`config.mk`:
```
export PLATFORM = sky130hd
export DESIGN_NAME = ppc_cordic_cell
export DESIGN_NICKNAME = d
export VERILOG_FILES = /design/src/rtl/core/ppc_pkg.sv /design/src/rtl/core/ppc_cordic_cell.sv
export SDC_FILE = /design/constraint.sdc
export NUM_CORES = 1
export LEC_CHECK = 0
export ABC_AREA = 1
export BUFFER_PORTS_ARGS = -buffer_cell sky130_fd_sc_hd__buf_2
export CAP_MARGIN = 20
export CORE_AREA = 3 3 195 197
export CTS_BUF_LIST = sky130_fd_sc_hd__clkbuf_16
export CTS_CLUSTER_DIAMETER = 150
export DETAILED_ROUTE_END_ITERATION = 10
export DIE_AREA = 0 0 198 200
export PLACE_DENSITY_LB_ADDON = 0.25
export SETUP_SLACK_MARGIN = 0.5
export SLEW_MARGIN = 20
export SYNTH_ARGS = -nofsm -noshare
export SYNTH_HDL_FRONTEND = slang
export SYNTH_SLANG_ARGS = --single-unit
```
`constraint.sdc`:
```
create_clock -name clk -period 32.2 [get_ports clk]
set_clock_uncertainty 0.05 [all_clocks]
set_input_delay 3.22 -clock clk [delete_from_list [all_inputs] [get_ports clk]]
set_output_delay 3.22 -clock clk [all_outputs]
set_load 0.005 [all_outputs]
```
`src/rtl/core/ppc_pkg.sv`:
```
`timescale 1ns / 1ps
// shared types, widths and constants for the planar pose compose core
package ppc_pkg;

    // field widths
    localparam int POS_W   = 32;
    localparam int ANG_W   = 16;
    localparam int PHASE_W = 32;

    // cordic datapath
    localparam int STEPS = 24;
    localparam int XY_W  = 34;
    localparam int Z_W   = 34;
    localparam int CS_W  = 33;

    // rotation datapath: translation is split into a high part and a 16-bit low part
    localparam int NEG_W      = POS_W + 1;
    localparam int LO_W       = 16;
    localparam int HI_W       = NEG_W - LO_W;
    localparam int OPA_W      = (HI_W > LO_W + 1) ? HI_W : LO_W + 1;
    localparam int PROD_W     = OPA_W + CS_W;
    localparam int SUM_W      = PROD_W + 1;
    localparam int DOT_W      = SUM_W + LO_W + 1;
    localparam int FRAC_SHIFT = 30;
    localparam int RND_W      = DOT_W - FRAC_SHIFT;
    localparam int RES_W      = ((RND_W > POS_W) ? RND_W : POS_W) + 1;

    // kind codes
    localparam logic KIND_COMPOSE = 1'b0;
    localparam logic KIND_INVERT  = 1'b1;

    // cordic start vector (gain compensated) and quarter turn in phase units
    localparam logic signed [XY_W-1:0]    CORDIC_GAIN = XY_W'(652032874);
    localparam logic signed [PHASE_W-1:0] QUARTER     = PHASE_W'(1) <<< (PHASE_W - 2);

    // round half up before dropping the q30 fraction
    localparam logic signed [DOT_W-1:0] ROUND_HALF = DOT_W'(1) <<< (FRAC_SHIFT - 1);

    // saturation bounds
    localparam logic signed [RES_W-1:0] RES_MAX = (RES_W'(1) <<< (POS_W - 1)) - RES_W'(1);
    localparam logic signed [RES_W-1:0] RES_MIN = -(RES_W'(1) <<< (POS_W - 1));
    localparam logic signed [POS_W-1:0] OUT_MAX = {1'b0, {(POS_W - 1){1'b1}}};
    localparam logic signed [POS_W-1:0] OUT_MIN = {1'b1, {(POS_W - 1){1'b0}}};

    // arctangent of 2^-i in phase units, full turn = 2^32
    localparam logic [31:0] ATAN_TABLE [STEPS] = '{
        32'd536870912, 32'd316933406, 32'd167458907, 32'd85004756,
        32'd42667331,  32'd21354465,  32'd10679838,  32'd5340245,
        32'd2670163,   32'd1335087,   32'd667544,    32'd333772,
        32'd166886,    32'd83443,     32'd41722,     32'd20861,
        32'd10430,     32'd5215,      32'd2608,      32'd1304,
        32'd652,       32'd326,       32'd163,       32'd81
    };

    typedef struct packed {
        logic                    kind;
        logic signed [POS_W-1:0] first_x;
        logic signed [POS_W-1:0] first_y;
        logic signed [ANG_W-1:0] first_heading;
        logic signed [POS_W-1:0] second_x;
        logic signed [POS_W-1:0] second_y;
        logic signed [ANG_W-1:0] second_heading;
    } pose_t;

    typedef struct packed {
        logic signed [POS_W-1:0] out_x;
        logic signed [POS_W-1:0] out_y;
        logic signed [ANG_W-1:0] out_heading;
        logic                    saturated;
    } result_t;

    // cordic vector and residual phase
    typedef struct packed {
        logic signed [XY_W-1:0] x;
        logic signed [XY_W-1:0] y;
        logic signed [Z_W-1:0]  z;
    } rot_t;

    // operands that ride along the cordic chain
    typedef struct packed {
        logic signed [NEG_W-1:0] px;
        logic signed [NEG_W-1:0] py;
        logic signed [POS_W-1:0] tx;
        logic signed [POS_W-1:0] ty;
        logic [ANG_W-1:0]        head;
        logic                    flip;
    } carry_t;

endpackage

```
`src/rtl/core/ppc_cordic_cell.sv`:
```
`timescale 1ns / 1ps
// one cordic rotation step with its pipeline register
module ppc_cordic_cell
    import ppc_pkg::*;
#(
    parameter int STEP = 0
)
(
    input  logic   clk,
    input  logic   rst_n,
    input  logic   up_valid,
    input  rot_t   up_rot,
    input  carry_t up_carry,
    output logic   up_ready,
    output logic   dn_valid,
    output rot_t   dn_rot,
    output carry_t dn_carry,
    input  logic   dn_ready
);

    logic                   valid_reg;
    rot_t                   rot_reg;
    rot_t                   rot_next;
    carry_t                 carry_reg;

    logic signed [XY_W-1:0] x_in;
    logic signed [XY_W-1:0] y_in;
    logic signed [Z_W-1:0]  z_in;
    logic signed [XY_W-1:0] dx;
    logic signed [XY_W-1:0] dy;
    logic signed [Z_W-1:0]  ang;

    assign up_ready = !valid_reg || dn_ready;

    // turn toward zero residual, zero counts as positive
    always_comb
    begin
        x_in = up_rot.x;
        y_in = up_rot.y;
        z_in = up_rot.z;
        dx   = y_in >>> STEP;
        dy   = x_in >>> STEP;
        ang  = $signed(Z_W'(ATAN_TABLE[STEP]));
        if (!z_in[Z_W-1])
        begin
            rot_next.x = x_in - dx;
            rot_next.y = y_in + dy;
            rot_next.z = z_in - ang;
        end
        else
        begin
            rot_next.x = x_in + dx;
            rot_next.y = y_in - dy;
            rot_next.z = z_in + ang;
        end
    end

    // cell valid
    always_ff @(posedge clk or negedge rst_n)
    begin
        if (!rst_n)
            valid_reg <= 1'b0;
        else if (up_ready)
            valid_reg <= up_valid;
    end

    // cell payload
    always_ff @(posedge clk)
    begin
        if (up_valid && up_ready)
        begin
            rot_reg   <= rot_next;
            carry_reg <= up_carry;
        end
    end

    assign dn_valid = valid_reg;
    assign dn_rot   = rot_reg;
    assign dn_carry = carry_reg;

endmodule

```
==> Word-level counts from Yosys, hierarchy flattened <==
Cells that the tools add are included.
{ "totals": {"register_bits": 250, "input_bits": 253} }
{ "op_classes": {"n_addsub": 5, "muxes": 1, "reduce_logical": 3} }
{ "op_table": {"columns": ["op", "n"], "rows": [
  ["102-bit 2-to-1 mux", 1],
  ["34-bit subtractor", 2],
  ["34-bit by 31-bit adder with 34-bit output, second input constant", 1],
  ["34-bit adder", 1],
  ["34-bit by 31-bit subtractor with 34-bit output, second input constant", 1],
  ["1-bit logical AND", 1],
  ["1-bit zero test", 1],
  ["1-bit logical OR", 1]
]} }

==> Depth between registers and ports, before layout <==
{ "depth": {"ltp_word": 3, "depth_mapped": 18} }

==> Worst setup path before layout <==
No wires, ideal clock.
{ "synth_timing": {"path_type": "input port to flip-flop", "startpoint": "input port up_valid", "endpoint": "register carry_reg (netlist bit dn_carry[0]), enable pin", "arrival_ns": 15.156, "path_stages": 2, "required_ns": 31.211, "slack_ns": 16.056, "setup_ns": 0.939, "n_path_buf": 0, "cell_sequence": "inv_1 a21oi_1"} }
{ "synth_between": {"elab_chain_cells": 1} }
{ "synth_lines": {"columns": ["element", "line_no", "text"], "rows": [
  ["start, declared", "ppc_cordic_cell.sv:11", "input logic up_valid,"],
  ["1-bit logical AND", "ppc_cordic_cell.sv:70", "if (up_valid && up_ready)"],
  ["end signal, assigned", "ppc_cordic_cell.sv:73", "carry_reg <= up_carry;"],
  ["end, declared", "ppc_cordic_cell.sv:24", "carry_t carry_reg;"]
]} }
No other way between the ends.
A chain may end at the register's enable or synchronous reset.

==> Final worst setup path <==
{ "layout_timing": {"startpoint": "input port dn_ready", "endpoint": "output port up_ready"} }
{ "layout_between": {"elab_chain_cells": 1} }
{ "layout_lines": {"columns": ["element", "line_no", "text"], "rows": [
  ["start, declared", "ppc_cordic_cell.sv:18", "input logic dn_ready"],
  ["1-bit logical OR", "ppc_cordic_cell.sv:33", "assign up_ready = !valid_reg || dn_ready;"],
  ["end, declared", "ppc_cordic_cell.sv:14", "output logic up_ready,"]
]} }
No other way between the ends.

==> results.py <==
metrics = {
    "synth": {
        "syn_inst": 1672,
        "ys_types": 46,
        "ys.warnings.count": 0,
        "synth_top_area_share_pct": 50.2,
        "syn_area_per_cell_um2": 8.88,
        "syn_nets": 2031,
        "synth-seq-cells": 249,
        "yosys.area.top_type": "edfxtp_1",
        "synth_area_leaders": "edfxtp_1, nand2_1, ha_1, inv_1, nand3_1",
        "ys_seq_area_share_pct": 50.3,
        "ys_top_cells_by_count": "nand2_1, edfxtp_1, inv_1",
        "yosysMostFrequentCell": "nand2_1",
        "synth-edff-count": 248,
        "async_reset_ff_share_pct": 0.402,
        "netlist_area_um2": 14800,
        "synthFlopType": "edfxtp_1",
    },
    "setup_path": {
        "crit_slowest_cell": "buf_2",
        "path_cells": "buf_2 -> inv_1 -> nand2_1 -> buf_2",
        "path_delay_family": "buffers and inverters",
        "crit_path_end_kind": "primary output",
        "crit_path_max_incr_delay_ns": 0.14,
        "worstPathRequired_ns": 28.93,
        "worst_setup_path_start_kind": "primary input",
        "crit_top_cell": "buf_2",
        "crit_buf_inv": 3,
        "worstPathArrival_ns": 3.67,
        "cp_max_fo": 2,
        "crit_type": "in -> out",
    },
    "global_routing": {
        "grt_pass1_vias": 13600,
        "grt_overflow": 0,
        "grt_pass1_wl_um": 83400,
        "antenna_found_initial": 26,
        "grt.total_usage_pct": 28.3,
        "grt_start_max_net_pins": 197,
    },
    "clocking": {
        "clk_latency_ns": 0.54,
        "htreeDepth": 1,
        "numCtsBuffers": 27,
        "cts_tree": "done",
        "root_buffer": "clkbuf_16",
        "cts_num_sinks": 249,
        "path_clk_slew_ns": 0.06,
        "cts_setup_buffers": 0,
        "postCtsResizedCells": 0,
        "cts-hold-fix-buffers": 0,
        "clockBufferDepth": 3,
    },
    "layout": {
        "syn_to_final_growth_pct": 25.3,
        "drive_gt1_share_pct": 26.8,
        "layout.nets": 2525,
        "post-route-cell-area_um2": 18600,
    },
    "pwr": {
        "ir_drop_mv": 0.0424,
        "powerDensity_nw_per_um2": 47.5,
        "p_leak_uw": 0.00889,
        "switching_share_pct": 29.7,
        "internal_power_uw": 621,
        "p_comb_share_pct": 23.1,
        "pwr-share-seq_pct": 44.5,
        "switching_power_uw": 263,
        "pwr-share-clk_pct": 32.5,
    },
    "floorplan": {
        "rows": 70,
        "die_x_um": 198,
        "io-pin-count": 504,
        "core_area_um2": 36400,
        "initial_core_util_pct": 40.7,
        "dieArea_um2": 39600,
        "die_h_um": 200,
    },
    "placed_design": {
        "place_area_um2": 17800,
        "gp_congestion": 0.973,
        "port_buffers": 503,
        "dp_slack_ns": 25.25,
        "hpwl_um": 49300,
    },
    "worst_hold_path": {
        "hp-class": "reg -> reg",
    },
    "route": {
        "first_iter_violations": 1232,
        "finalWirelength_um": 58800,
        "drc": 0,
        "wl_per_cell_um": 22.0,
        "firstDrtPassIters": 7,
        "antenna_left": 0,
        "via_count": 13900,
        "avgViaCountPerCell": 5.21,
    },
    "timing": {
        "tightest_slew_ns": 1.13,
        "fin_ws_ns": 25.26,
        "maxSlewViolCount": 0,
        "fin_hold_ws_ns": 0.587,
        "post-route-period-util_pct": 21.6,
        "fmax_mhz": 144,
        "setup_violations": 0,
        "hold_viol": 0,
        "period_minus_slack_ns": 6.94,
        "tns_ns": 0,
        "relSlewSlack_pct": 25.0,
        "rsz0062_at_grt": "false",
    },
    "flow_run": {
        "max-cap-violations": 0,
    },
    "run_status": {
        "status": "completed",
    },
}
[worst reg2reg max path, cell delays in order, from the launching register on]
cell	delay [ns]
dfrtp_1	0.44
a21oi_4	0.20
buf_12	0.68
[power groups by stage]
stage | logic, uW | registers (uW) | clock network (uW)
after CTS | 202 | 393 | 294
after global placement | 199 | 399 | 0
after global routing | 225 | 395 | 308
final | 204 | 393 | 287
after detailed placement | 201 | 399 | 0
after floorplan | 112 | 410 | 0
[routing by layer]
layer | share of wire [%] | global-route usage, %
met1 | 40 | 35.4
met2 | 48 | 47.9
met3 | 8.4 | 6.55
met4 | 3.5 | 11.1
met5 | 0.16 | 0
[logic make-up (layout without fill, tap and decap cells)]
kind of cell	Yosys count	count (layout)	synth area share, %
other	0	17	0
buffers and inverters	263	775	7.27
flip-flops	249	249	50.3
XOR/XNOR	28	28	1.65
adder cells (fa/ha/maj)	106	106	9.14
AO/OA/AOI/OAI	268	268	9.92
multiplexers	1	1	0.0674
AND/OR/NAND/NOR	757	757	21.6
[metrics by stage]
step           utilization (%)  instances  total power, uW
6_report                  51.1       2669              883
5_1_grt                   51.0       2665              928
4_1_cts                   50.9       2652              888
3_5_place_dp              48.7       2605              600
3_3_place_gp              48.7       2605              598
2_1_floorplan                -       1672              522
[cell type report]
class                   count  area [um^2]
flip-flops and latches    249         7470
clock inverters            20          135
clock buffers              27          676
fillers                  3477        17800
diodes                     17         42.5
well taps                 468          586
multi-input cells        1160         6300
repair buffers            507         2560
inverters                 221          830
[cells in the final DEF, fill, tap and decap left out, types with 3 or more instances in the layout]
cell type  count
buf_2        503
nand2_1      414
edfxtp_1     248
inv_1        223
nand3_1      154
nor2_1       132
a21oi_1      126
ha_1         102
o21ai_0       79
xor2_1        27
clkbuf_16     27
diode_2       17
o21ai_1       15
o21bai_1      12
a21o_1        11
nand4_1       11
nor3_1        10
inv_2          9
nand2_2        8
nor2_2         8
nor3_2         5
o211ai_1       4
o31ai_1        4
or2_2          4
o22ai_1        4
fa_1           4
a31oi_1        3
nor4_2         3
clkinv_2       3
clkinv_1       3
buf_4          3
[flip-flops by register name (all words and copies together), names as in the netlist]
| signal | flops |
|---|---|
| dn_rot | 101 |
| dn_valid | 1 |
| dn_carry | 147 |
[final timing paths]
kind	from	to	slack (ns)	cells after the start
max in group asynchronous	rst_n	dn_valid$_DFFE_PN0N_	29.63	1
worst max register to register	dn_valid$_DFFE_PN0N_	dn_carry[15]$_DFFE_PP_	30.19	2
worst max-delay path	dn_ready	up_ready	25.26	4
worst min-delay path	dn_valid$_DFFE_PN0N_	dn_valid$_DFFE_PN0N_	0.59	2
worst min register to register	dn_valid$_DFFE_PN0N_	dn_valid$_DFFE_PN0N_	0.59	2
min in group asynchronous	rst_n	dn_valid$_DFFE_PN0N_	2.39	1
No activity file was read; power rests on OpenSTA's default activity.
